File: src/sv/sahss_pkg.sv
// ----------------------------------------------------------------------------
// sahss_pkg - shared types and helpers for the SAH split sweep
// Box, request, result and sequencer command types plus box helper functions.
// ----------------------------------------------------------------------------
`default_nettype none

package sahss_pkg;

   localparam int MaxLeaves = 1024;
   localparam int IdxBits   = $clog2(MaxLeaves);
   localparam int CntBits   = IdxBits + 1;
   localparam int CoordBits = 16;

   localparam logic signed [CoordBits-1:0] CoordMax = {1'b0, {(CoordBits-1){1'b1}}};
   localparam logic signed [CoordBits-1:0] CoordMin = {1'b1, {(CoordBits-1){1'b0}}};

   localparam logic [1:0] AxisX    = 2'd0;
   localparam logic [1:0] AxisZ    = 2'd2;
   localparam logic [1:0] AxisNone = 2'd3;

   typedef struct packed {
      logic signed [CoordBits-1:0] lo_x;
      logic signed [CoordBits-1:0] lo_y;
      logic signed [CoordBits-1:0] lo_z;
      logic signed [CoordBits-1:0] hi_x;
      logic signed [CoordBits-1:0] hi_y;
      logic signed [CoordBits-1:0] hi_z;
   } box_type;

   typedef struct packed {
      logic [1:0]         axis;
      logic signed [15:0] box_min_x;
      logic signed [15:0] box_min_y;
      logic signed [15:0] box_min_z;
      logic signed [15:0] box_max_x;
      logic signed [15:0] box_max_y;
      logic signed [15:0] box_max_z;
      logic               last_of_axis;
   } req_type;

   typedef struct packed {
      logic [1:0]         best_axis;
      logic [9:0]         split_pos;
      logic               side;
      logic signed [15:0] out_min_x;
      logic signed [15:0] out_min_y;
      logic signed [15:0] out_min_z;
      logic signed [15:0] out_max_x;
      logic signed [15:0] out_max_y;
      logic signed [15:0] out_max_z;
      logic               last;
   } rsp_type;

   typedef enum logic [3:0] {
      ST_IDLE, ST_SUF_RD, ST_SUF_WR, ST_FW_RD, ST_FW_UNI,
      ST_COST, ST_CMP, ST_EMIT_L, ST_EMIT_R
   } state_type;

   typedef enum logic [3:0] {
      OP_NONE, OP_STORE, OP_SUF_RD, OP_SUF_WR, OP_FW_RD,
      OP_FW_UNI, OP_COST, OP_CMP, OP_CLEAR
   } op_type;

   // cost micro-steps: three extent products, base cost, count scaling
   typedef enum logic [2:0] {
      CS_E01, CS_E12, CS_E20, CS_BASE, CS_SCALE
   } cstep_type;

   typedef struct packed {
      op_type              op;
      cstep_type           step;
      logic                side;
      logic [IdxBits-1:0]  idx;
      logic [CntBits-1:0]  cnt;
      logic [1:0]          axis;
      logic                out_side;
   } cmd_type;

   function automatic box_type empty_box();
      box_type b;
      b.lo_x = CoordMax; b.lo_y = CoordMax; b.lo_z = CoordMax;
      b.hi_x = CoordMin; b.hi_y = CoordMin; b.hi_z = CoordMin;
      return b;
   endfunction

   function automatic box_type unite(box_type a, box_type b);
      box_type r;
      r.lo_x = (b.lo_x < a.lo_x) ? b.lo_x : a.lo_x;
      r.lo_y = (b.lo_y < a.lo_y) ? b.lo_y : a.lo_y;
      r.lo_z = (b.lo_z < a.lo_z) ? b.lo_z : a.lo_z;
      r.hi_x = (b.hi_x > a.hi_x) ? b.hi_x : a.hi_x;
      r.hi_y = (b.hi_y > a.hi_y) ? b.hi_y : a.hi_y;
      r.hi_z = (b.hi_z > a.hi_z) ? b.hi_z : a.hi_z;
      return r;
   endfunction

   // extent hi-lo, negative counts as zero
   function automatic logic [CoordBits-1:0] extent(logic signed [CoordBits-1:0] hi,
                                                   logic signed [CoordBits-1:0] lo);
      logic signed [CoordBits:0] d;
      d = (CoordBits+1)'(hi) - (CoordBits+1)'(lo);
      return (d > 0) ? d[CoordBits-1:0] : '0;
   endfunction

endpackage

`default_nettype wire

File: src/sv/sahss_ctrl.sv
// ----------------------------------------------------------------------------
// sahss_ctrl - sequencer of the SAH split sweep
// Loads boxes, runs the backward suffix pass, the forward cost pass and the
// two result requests.
// ----------------------------------------------------------------------------
`default_nettype none

module sahss_ctrl (
   input  wire                  clock,
   input  wire                  reset,
   input  wire                  req_valid,
   input  wire [1:0]            req_axis,
   input  wire                  req_last,
   output logic                 req_stall,
   output logic                 rsp_valid,
   input  wire                  rsp_stall,
   output sahss_pkg::cmd_type   cmd
);

   sahss_pkg::state_type state_ff, state_in;
   logic [sahss_pkg::CntBits-1:0] count_ff, count_in;
   logic [sahss_pkg::IdxBits-1:0] idx_ff, idx_in;
   sahss_pkg::cstep_type step_ff, step_in;
   logic side_ff, side_in;
   logic [1:0] axis_ff, axis_in;

   logic                          room;
   logic [sahss_pkg::CntBits-1:0] n_new;

   assign room  = count_ff < sahss_pkg::CntBits'(sahss_pkg::MaxLeaves);
   assign n_new = count_ff + sahss_pkg::CntBits'(room);

   always_ff @(posedge clock) begin
      if (reset) begin
         state_ff <= sahss_pkg::ST_IDLE;
         count_ff <= '0;
         idx_ff   <= '0;
         step_ff  <= sahss_pkg::CS_E01;
         side_ff  <= 1'b0;
         axis_ff  <= sahss_pkg::AxisX;
      end else begin
         state_ff <= state_in;
         count_ff <= count_in;
         idx_ff   <= idx_in;
         step_ff  <= step_in;
         side_ff  <= side_in;
         axis_ff  <= axis_in;
      end
   end

   always_comb begin
      state_in = state_ff;
      count_in = count_ff;
      idx_in   = idx_ff;
      step_in  = step_ff;
      side_in  = side_ff;
      axis_in  = axis_ff;
      req_stall = 1'b1;
      rsp_valid = 1'b0;
      cmd.op       = sahss_pkg::OP_NONE;
      cmd.step     = step_ff;
      cmd.side     = side_ff;
      cmd.idx      = idx_ff;
      cmd.cnt      = side_ff ? (count_ff - 1'b1 - sahss_pkg::CntBits'(idx_ff))
                             : (sahss_pkg::CntBits'(idx_ff) + 1'b1);
      cmd.axis     = axis_ff;
      cmd.out_side = 1'b0;

      case (state_ff)
         sahss_pkg::ST_IDLE: begin
            req_stall = 1'b0;
            if (req_valid && req_axis != sahss_pkg::AxisNone) begin
               if (room) begin
                  cmd.op  = sahss_pkg::OP_STORE;
                  cmd.idx = count_ff[sahss_pkg::IdxBits-1:0];
               end
               count_in = n_new;
               if (req_last) begin
                  axis_in = req_axis;
                  idx_in  = sahss_pkg::IdxBits'(n_new - 1'b1);
                  if (n_new >= sahss_pkg::CntBits'(2)) begin
                     state_in = sahss_pkg::ST_SUF_RD;
                  end else begin
                     count_in = '0;
                     if (req_axis == sahss_pkg::AxisZ) state_in = sahss_pkg::ST_EMIT_L;
                  end
               end
            end
         end
         // backward suffix pass
         sahss_pkg::ST_SUF_RD: begin
            cmd.op = sahss_pkg::OP_SUF_RD;
            state_in = sahss_pkg::ST_SUF_WR;
         end
         sahss_pkg::ST_SUF_WR: begin
            cmd.op = sahss_pkg::OP_SUF_WR;
            if (idx_ff == '0) begin
               state_in = sahss_pkg::ST_FW_RD;
            end else begin
               idx_in   = idx_ff - 1'b1;
               state_in = sahss_pkg::ST_SUF_RD;
            end
         end
         // forward cost pass
         sahss_pkg::ST_FW_RD: begin
            cmd.op = sahss_pkg::OP_FW_RD;
            state_in = sahss_pkg::ST_FW_UNI;
         end
         sahss_pkg::ST_FW_UNI: begin
            cmd.op   = sahss_pkg::OP_FW_UNI;
            step_in  = sahss_pkg::CS_E01;
            side_in  = 1'b0;
            state_in = sahss_pkg::ST_COST;
         end
         sahss_pkg::ST_COST: begin
            cmd.op = sahss_pkg::OP_COST;
            case (step_ff)
               sahss_pkg::CS_E01: step_in = sahss_pkg::CS_E12;
               sahss_pkg::CS_E12: step_in = sahss_pkg::CS_E20;
               sahss_pkg::CS_E20: step_in = sahss_pkg::CS_BASE;
               sahss_pkg::CS_BASE: step_in = sahss_pkg::CS_SCALE;
               default: begin
                  step_in = sahss_pkg::CS_E01;
                  if (side_ff) state_in = sahss_pkg::ST_CMP;
                  else side_in = 1'b1;
               end
            endcase
         end
         sahss_pkg::ST_CMP: begin
            cmd.op = sahss_pkg::OP_CMP;
            if (sahss_pkg::CntBits'(idx_ff) + 2'd2 == count_ff) begin
               count_in = '0;
               state_in = (axis_ff == sahss_pkg::AxisZ) ? sahss_pkg::ST_EMIT_L
                                                        : sahss_pkg::ST_IDLE;
            end else begin
               idx_in   = idx_ff + 1'b1;
               state_in = sahss_pkg::ST_FW_RD;
            end
         end
         // two result requests
         sahss_pkg::ST_EMIT_L: begin
            rsp_valid = 1'b1;
            if (!rsp_stall) state_in = sahss_pkg::ST_EMIT_R;
         end
         sahss_pkg::ST_EMIT_R: begin
            rsp_valid    = 1'b1;
            cmd.out_side = 1'b1;
            if (!rsp_stall) begin
               cmd.op   = sahss_pkg::OP_CLEAR;
               state_in = sahss_pkg::ST_IDLE;
            end
         end
         default: state_in = sahss_pkg::ST_IDLE;
      endcase
   end

endmodule

`default_nettype wire

File: config.mk
export PLATFORM = sky130hd
export DESIGN_NAME = sahss_ctrl
export DESIGN_NICKNAME = d
export VERILOG_FILES = /design/src/sv/sahss_pkg.sv /design/src/sv/sahss_ctrl.sv
export SDC_FILE = /design/constraint.sdc
export NUM_CORES = 1
export LEC_CHECK = 0
export BUFFER_PORTS_ARGS = -buffer_cell sky130_fd_sc_hd__buf_2
export CAP_MARGIN = 40
export CELL_PAD_IN_SITES_DETAIL_PLACEMENT = 1
export CELL_PAD_IN_SITES_GLOBAL_PLACEMENT = 1
export CORE_MARGIN = 10
export CORE_UTILIZATION = 39
export CTS_BUF_LIST = sky130_fd_sc_hd__clkbuf_16
export DETAILED_ROUTE_END_ITERATION = 10
export PLACE_DENSITY_LB_ADDON = 0.1
export SYNTH_ARGS = -nofsm -noshare
export SYNTH_HDL_FRONTEND = slang
export SYNTH_SLANG_ARGS = --single-unit
File: constraint.sdc
create_clock -name clock -period 3.25 [get_ports clock]
set_input_delay 0.1625 -clock clock [delete_from_list [all_inputs] [get_ports clock]]
set_output_delay 0.1625 -clock clock [all_outputs]
set_load 0.1 [all_outputs]
Word-level counts from Yosys, hierarchy flattened
Cells that the tools add are included.
W data, S select, Z words.
Storage, ports and cells
  flip-flop bits (word level): 31
  logic and storage cells: 92
  output and inout port bits: 34
  bits of input ports: 7
Cells by class
  $lt $le $gt $ge: 2
  mux-type cells: 37
  equality and inequality tests: 25
  reduce and logical (&&, ||, !) cells: 14
  $add $sub $neg: 8
Operators with widths (count)
  $mux W10: 7
  $mux W11: 5
  $mux W4: 9
  $pmux W4 S9: 1
  $pmux W4 S8: 1
  $pmux W10 S3: 1
  $pmux W11 S2: 1
  $ne A2 B2 Y1 const B: 10
  $sub A10 B1 Y10 const B: 2
  $eq A4 B3 Y1 const B: 4
  $pmux W3 S4: 1
  $add A10 B1 Y11 const B: 1
  $add A10 B2 Y11 const B: 1
  $add A11 B1 Y11: 1
  $eq A11 B11 Y1: 1
  $ge A11 B2 Y1 const B: 1
  $lt A11 B11 Y1 const B: 1
  $sub A11 B1 Y11 const B: 1
  $sub A11 B10 Y11: 1
  $add A10 B1 Y10 const B: 1
  $logic_not A10 Y1: 1
  $eq A4 B2 Y1 const B: 2
  $reduce_and A7 Y1: 1
  $eq A3 B2 Y1 const B: 2
  other kinds (20): 29

Longest topological paths before layout
Gate-level depths: netlist (run 1).
  depth after elaboration: 7
  mapped depth: 12
  depth with buffers taken out: 12

Worst setup path after synthesis (run 1)
Ideal clock, no wire load.
  path type: reg2out
  start: reg idx_ff[0] in the netlist's numbering
  end: out cmd[12] in the netlist's numbering
  required time: 3.087 ns
  cell stages (with the launch flop): 11
  path slack: -1.071 ns
  data arrival time: 4.159 ns
  buffers on the path: 1
  path through: dfxtp_1 > clkbuf_1 > inv_1 > ha_1 > a21o_1 > a21o_1 > a211oi_1 > o21bai_1 > a31oi_1 > nor2_1 > a211oi_1
RTL lines
  start, declared: RTL line sahss_ctrl.sv:22  | logic [sahss_pkg::IdxBits-1:0] idx_ff, idx_in;
  start signal, assigned: RTL line sahss_ctrl.sv:44  | idx_ff <= idx_in;
  end, declared: RTL line sahss_ctrl.sv:17  | output sahss_pkg::cmd_type cmd

==> results.py, run 1 <==
metrics = {
    "placement": {
        "placed_cell_area_um2": 4240,
        "place_hpwl_um": 9490,
        "io_buffers": 40,
        "place_congestion": 0.859,
    },
    "layout": {
        "mostFrequentLayoutCells": "60 x nor2_1, 59 x nand2_1, 31 x xnor2_1, 30 x dfxtp_1, 27 x buf_2",
        "final_area_um2": 4420,
        "mostFrequentLayoutCell": "nor2_1",
        "final_net_count": 585,
        "diodes": 0,
        "layout-drive-gt1-share_pct": 16.0,
        "synthToLayoutAreaGrowth_pct": 19.4,
    },
    "floorplan": {
        "fp.dieH_um": 117,
        "start_util_pct": 40.0,
        "dieWidth_um": 117,
        "die-area_um2": 13800,
        "row_count": 35,
        "coreArea_um2": 9240,
        "ioPinCount": 41,
    },
    "global_route": {
        "grt_max_degree": 41,
        "grt_pass1_vias": 3942,
        "grt_pass1_wl_um": 20900,
        "track_usage_pct": 17.8,
        "antenna_found_initial": 0,
        "grt-ovfl-total": 0,
    },
    "timing": {
        "fin_crit_ns": 2.98,
        "drv_slew": 0,
        "worstMarginPinSlew_ns": 0.793,
        "setup_viol": 0,
        "fin_skew_ns": 0.00238,
        "slew-limit-headroom_pct": 47.2,
        "finalHoldViolations": 0,
        "hold_slack_ns": 0.148,
        "rsz0062_at_grt": "false",
        "max_freq_mhz": 335,
        "fin_crit_sh_pct": 91.8,
    },
    "min_path": {
        "worstHoldStart": "req_axis[1]",
        "min_path_type": "primary input to flip-flop",
        "hold_end": "axis_ff[1]",
        "min_path_cells": 3,
    },
    "critical_path": {
        "reg2reg_slack_ns": 0.31,
        "cpMaxStageDelayCell": "clkbuf_4",
        "path_class": "flip-flop to output port",
        "r2r_start": "count_ff[10]",
        "cp.required_ns": 3.09,
        "endpoint_kind": "output port",
        "critPathArrivalTime_ns": 2.82,
        "path_cells": "inv_1 > ha_1 > a21o_1 > a21o_1 > a211oi_1 > o21bai_1 > a31oi_1 > nor2_1 > a211oi_2 > clkbuf_4",
        "reg2regPathDepth": 10,
        "slowest_delay_ns": 0.35,
        "start_kind": "flip-flop",
        "cp_max_fo": 4,
        "rr_endpoint": "count_ff[1]",
        "cp_common_cell": "a21o_1",
    },
    "pwr": {
        "p_per_area_nw_per_um2": 962,
        "max-vdd-ir-drop_uv": 547,
        "p_leak_nw": 1.76,
    },
    "drt": {
        "wirelength_um": 12500,
        "viasPerCell": 5.75,
        "drc": 0,
        "drt_iter0_drc": 174,
        "wire_per_inst_um": 18.3,
        "final_antenna_net_count": 0,
        "num_vias": 3912,
        "first_pass_iters": 4,
    },
    "yosys": {
        "avgSynthCellArea_um2": 7.09,
        "ys_seq_elements": 31,
        "ys.warnings.count": 0,
        "syn-num-nets": 557,
        "syn_inst": 522,
        "syn_area_um2": 3700,
        "seq_area_frac_synth_pct": 16.8,
        "synthFlopType": "dfxtp_1",
        "async_flop_share_pct": 0,
        "synth_edf_count": 0,
        "ys_types": 64,
    },
    "run_status": {
        "status": "completed",
    },
    "clock_tree": {
        "root_buffer": "clkbuf_16",
        "htreeDepth": 2,
        "clock_path_buffers": 2,
        "cts_inserted_buffers": 5,
        "cts_tree": "done",
        "clk_latency_ns": 0.28,
        "cts_setup_buffers": 0,
        "clock_sinks": 31,
        "path_clk_slew_ns": 0.06,
    },
    "flow_run": {
        "maxCapViolCount": 0,
    },
}
worst max-delay path, delay by kind of cell, from the launching register on:
family / cells / cell delay (ns)
buffers and inverters: 2 / 0.45
AND/OR/NAND/NOR: 1 / 0.10
AO/OA/AOI/OAI: 6 / 1.35
adder cells (fa/ha/maj): 1 / 0.31
flip-flops: 1 / 0.33
cell families after synthesis:
logic type               share of synthesized area [%]
AO/OA/AOI/OAI                                     24.6
XOR/XNOR                                          9.95
adder cells (fa/ha/maj)                           9.88
buffers and inverters                             6.97
flip-flops                                        16.8
multiplexers                                      2.20
AND/OR/NAND/NOR                                   29.7
flip-flops by register name, indices dropped and copies added, names as in the netlist:
signal    cells
count_ff     11
idx_ff       10
state_ff      4
step_ff       3
axis_ff       2
side_ff       1
how the worst max path moves through the flow:
stage | depth (start not counted) | slack (ns) | end | start
6_report | 10 | 0.27 | cmd[12] | idx_ff[1]
5_1_grt | 11 | 0.03 | cmd[13] | idx_ff[0]
4_1_cts | 9 | 0.09 | cmd[12] | count_ff[1]
3_5_place_dp | 11 | 0.20 | idx_ff[8] | state_ff[3]
3_3_place_gp | 11 | 0.42 | idx_ff[8] | state_ff[3]
2_1_floorplan | 10 | -0.14 | cmd[12] | idx_ff[0]
final cells by class:
type / count / area [um2]
clock inverter: 3 / 38.8
timing repair buffer: 60 / 533
inverter: 22 / 82.6
sequential: 31 / 622
multi-input combinational: 430 / 2850
tap: 129 / 161
clock buffer: 5 / 125
fill: 1167 / 4820
what timing repair did:
action                                  CTS  global route
endpoints found under the setup margin    0             4
hold buffers                              0             0
gates resized for setup                   0             4
where the power goes:
group,internal (W),switching [W]
clock network,0.000358,0.000185
logic,0.00103,0.00211
registers,0.000450,0.000111
layer usage:
metal | part of all wire [%] | global-route usage [%] | up-vias | wire length (um)
li1 | - | - | 1919 | -
met1 | 48 | 23.0 | 1933 | 6010
met2 | 48 | 30.6 | 51 | 6040
met3 | 2.5 | 2.45 | 9 | 317
met4 | 0.90 | 3.76 | 0 | 112
met5 | 0 | 0 | - | 0
cell usage after synthesis, types with 3 or more instances:
master,count,area [um2]
nand4_1,7,43.8
dfxtp_1,31,621
a21oi_1,28,140
mux2i_1,7,70.1
nand2b_1,8,50.1
a311oi_1,14,123
a21o_1,11,82.6
buf_4,4,30.0
nor2_1,60,225
nor4_1,6,37.5
and2_1,5,31.3
nand2_1,59,221
xor2_1,11,96.3
and3_1,5,31.3
nor3b_1,7,52.6
nor3_1,20,100
a211oi_1,5,37.5
xnor2_1,31,272
nor4b_1,4,35.0
nand3_1,15,75.1
inv_1,22,82.6
o21ai_0,38,190
nand3b_1,4,30.0
ha_1,26,325
a22oi_1,3,22.5
clkbuf_1,23,86.3
o21bai_1,3,22.5
buf_2,11,55.1
a31oi_1,9,56.3
stage by stage:
step / setup TNS, ns / total power, W / setup WS, ns / std cells / util (%)
detailed placement: 0 / 0.00371 / 0.204 / 672 / 45.9
CTS: 0 / 0.00427 / 0.0879 / 680 / 47.7
finish: 0 / 0.00425 / 0.267 / 680 / 47.8
floorplan: -0.208 / 0.00297 / -0.141 / 522 / -
global route: 0 / 0.00456 / 0.0295 / 680 / 47.8
global placement: 0 / 0.00366 / 0.416 / 672 / 45.9
Note: power is estimated with default switching activity, not from simulation.
==> inputs of run 2 (changes only) <==
--- a/config.mk
+++ b/config.mk
@@ -14,4 +14,5 @@
 export CTS_BUF_LIST = sky130_fd_sc_hd__clkbuf_16
 export DETAILED_ROUTE_END_ITERATION = 10
+export HOLD_SLACK_MARGIN = 0.03
 export PLACE_DENSITY_LB_ADDON = 0.1
 export SYNTH_ARGS = -nofsm -noshare
==> constraint.sdc (replaced) <==
create_clock -name clock -period 3.25 [get_ports clock]
set_input_delay 0.325 -clock clock [delete_from_list [all_inputs] [get_ports clock]]
set_output_delay 0.325 -clock clock [all_outputs]
set_load 0.1 [all_outputs]
==> results.py, run 2 (synthesized netlist as in run 1, its figures left out) <==
metrics = {
    "critical_path": {
        "start_kind": "flip-flop",
        "reg2regPathDepth": 10,
        "path_class": "flip-flop to output port",
        "rr_endpoint": "state_ff[3]",
        "reg2reg_slack_ns": 0.32,
        "cp_max_fo": 4,
        "r2r_start": "count_ff[10]",
        "slowest_delay_ns": 0.33,
        "cp_common_cell": "a21o_1",
        "critPathArrivalTime_ns": 2.73,
        "path_cells": "inv_1 > ha_1 > a21o_1 > a21o_1 > a211oi_1 > o21bai_1 > a31oi_1 > nor2_1 > a211oi_2 > buf_12",
        "endpoint_kind": "output port",
        "cp.required_ns": 2.92,
        "cpMaxStageDelayCell": "dfxtp_1",
    },
    "floorplan": {
        "die-area_um2": 13800,
        "ioPinCount": 41,
        "dieWidth_um": 117,
        "coreArea_um2": 9240,
        "fp.dieH_um": 117,
        "row_count": 35,
        "start_util_pct": 40.0,
    },
    "min_path": {
        "min_path_type": "primary input to flip-flop",
        "min_path_cells": 3,
        "hold_end": "axis_ff[1]",
        "worstHoldStart": "req_axis[1]",
    },
    "clock_tree": {
        "ctsHoldBuffers": 0,
        "path_clk_slew_ns": 0.06,
        "root_buffer": "clkbuf_16",
        "cts_inserted_buffers": 5,
        "cts_tree": "done",
        "clock_sinks": 31,
        "clock_path_buffers": 2,
        "clk_latency_ns": 0.28,
        "htreeDepth": 2,
        "cts_setup_buffers": 0,
    },
    "drt": {
        "wire_per_inst_um": 18.6,
        "drt_iter0_drc": 142,
        "num_vias": 3858,
        "first_pass_iters": 4,
        "viasPerCell": 5.66,
        "final_antenna_net_count": 0,
        "drc": 0,
        "wirelength_um": 12700,
    },
    "pwr": {
        "p_per_area_nw_per_um2": 961,
        "p_int_w": 0.00188,
        "power_frac_seq_pct": 13.0,
        "p_leak_nw": 1.77,
        "switching_share_pct": 56.3,
        "p_sw_w": 0.00242,
        "max-vdd-ir-drop_uv": 488,
        "pwr-share-comb_pct": 74.4,
        "pwr-share-clk_pct": 12.5,
    },
    "layout": {
        "synthToLayoutAreaGrowth_pct": 21.1,
        "layout-drive-gt1-share_pct": 16.6,
        "seqCellArea_um2": 622,
        "final_net_count": 587,
        "largest_reg_flops": 11,
        "fillCellCount": 1171,
        "mostFrequentLayoutCell": "nor2_1",
        "mostFrequentLayoutCells": "60 x nor2_1, 59 x nand2_1, 31 x xnor2_1, 30 x dfxtp_1, 26 x ha_1",
        "reg_top3": "count_ff (11), idx_ff (10), state_ff (4)",
        "multiInputGateArea_um2": 2860,
        "diodes": 0,
        "regMostFlops": "count_ff",
    },
    "placement": {
        "io_buffers": 40,
        "place_hpwl_um": 9850,
        "dp_slack_ns": 0.310,
        "place_congestion": 0.864,
    },
    "timing": {
        "setup_viol": 0,
        "setup_ws_ns": 0.196,
        "finalHoldViolations": 0,
        "fin_crit_sh_pct": 94.0,
        "hold_slack_ns": 0.307,
        "setup_tns_ns": 0,
        "fin_skew_ns": 0.00728,
        "slew-limit-headroom_pct": 44.5,
        "drv_slew": 0,
        "max_freq_mhz": 327,
        "fin_crit_ns": 3.05,
        "worstMarginPinSlew_ns": 0.831,
        "rsz0062_at_grt": "false",
    },
    "global_route": {
        "grt-ovfl-total": 0,
        "grt_pass1_vias": 3970,
        "antenna_found_initial": 0,
        "grt_max_degree": 41,
        "track_usage_pct": 17.9,
        "grt_pass1_wl_um": 21000,
    },
    "flow_run": {
        "maxCapViolCount": 0,
    },
    "run_status": {
        "status": "completed",
    },
}
-- run 2: cell count changes in the layout (fill, tap and decap cells not counted), sizes merged --
cell	change
clkbuf	-1
buf	+3
-- run 2: critical path, delay by kind of cell (launching register included) --
kind,cells,cell delay (ns)
adders and majority gates,1,0.32
DFF,1,0.33
AOI/OAI and AO/OA,6,1.38
buffers and inverters,2,0.32
and+or+nand+nor,1,0.11
-- run 2: stage by stage --
stage,area [um2],total power [W],cells,util (%)
after floorplan,3730,0.00297,522,-
after global placement,4300,0.00373,674,46.6
after detailed placement,4300,0.00377,674,46.6
after CTS,4470,0.00432,682,48.3
after global routing,4480,0.00460,682,48.5
final,4480,0.00431,682,48.5
-- run 2: cell type report --
class	instances	area share [%]
clock buffer	5	2.79
clock inverter	3	0.866
tap	129	3.60
multi-input combinational	430	63.8
inverter	22	1.84
sequential	31	13.9
timing repair buffer	62	13.2
-- run 2: worst max path at each step --
stage / start / end / slack [ns]
floorplan: idx_ff[0] / cmd[12] / -0.30
global placement: count_ff[10] / count_ff[1] / 0.43
detailed placement: idx_ff[0] / cmd[13] / 0.31
CTS: idx_ff[0] / cmd[13] / 0.008
global route: idx_ff[0] / cmd[13] / 0.03
finish: idx_ff[1] / cmd[12] / 0.20
-- run 2: metal layers --
metal | wire length (um) | track usage, % | vias up | share of wire [%]
met4 | 68 | 2.74 | 0 | 0.54
met5 | 0 | 0 | - | 0
li1 | - | - | 1931 | -
met1 | 6020 | 23.1 | 1871 | 47
met3 | 401 | 2.54 | 5 | 3.2
met2 | 6210 | 31.0 | 51 | 49
-- run 2: repair_timing --
item | in CTS | in global routing
resized for setup | 0 | 6
hold endpoints to repair | 0 | 0
setup endpoints to repair | 0 | 6
-- run 2: power groups by stage --
stage	logic (W)	registers, W	clock network (W)
floorplan	0.00244	0.000535	0
global placement	0.00316	0.000561	0
detailed placement	0.00321	0.000568	0
CTS	0.00322	0.000560	0.000543
global route	0.00346	0.000575	0.000564
finish	0.00320	0.000561	0.000540
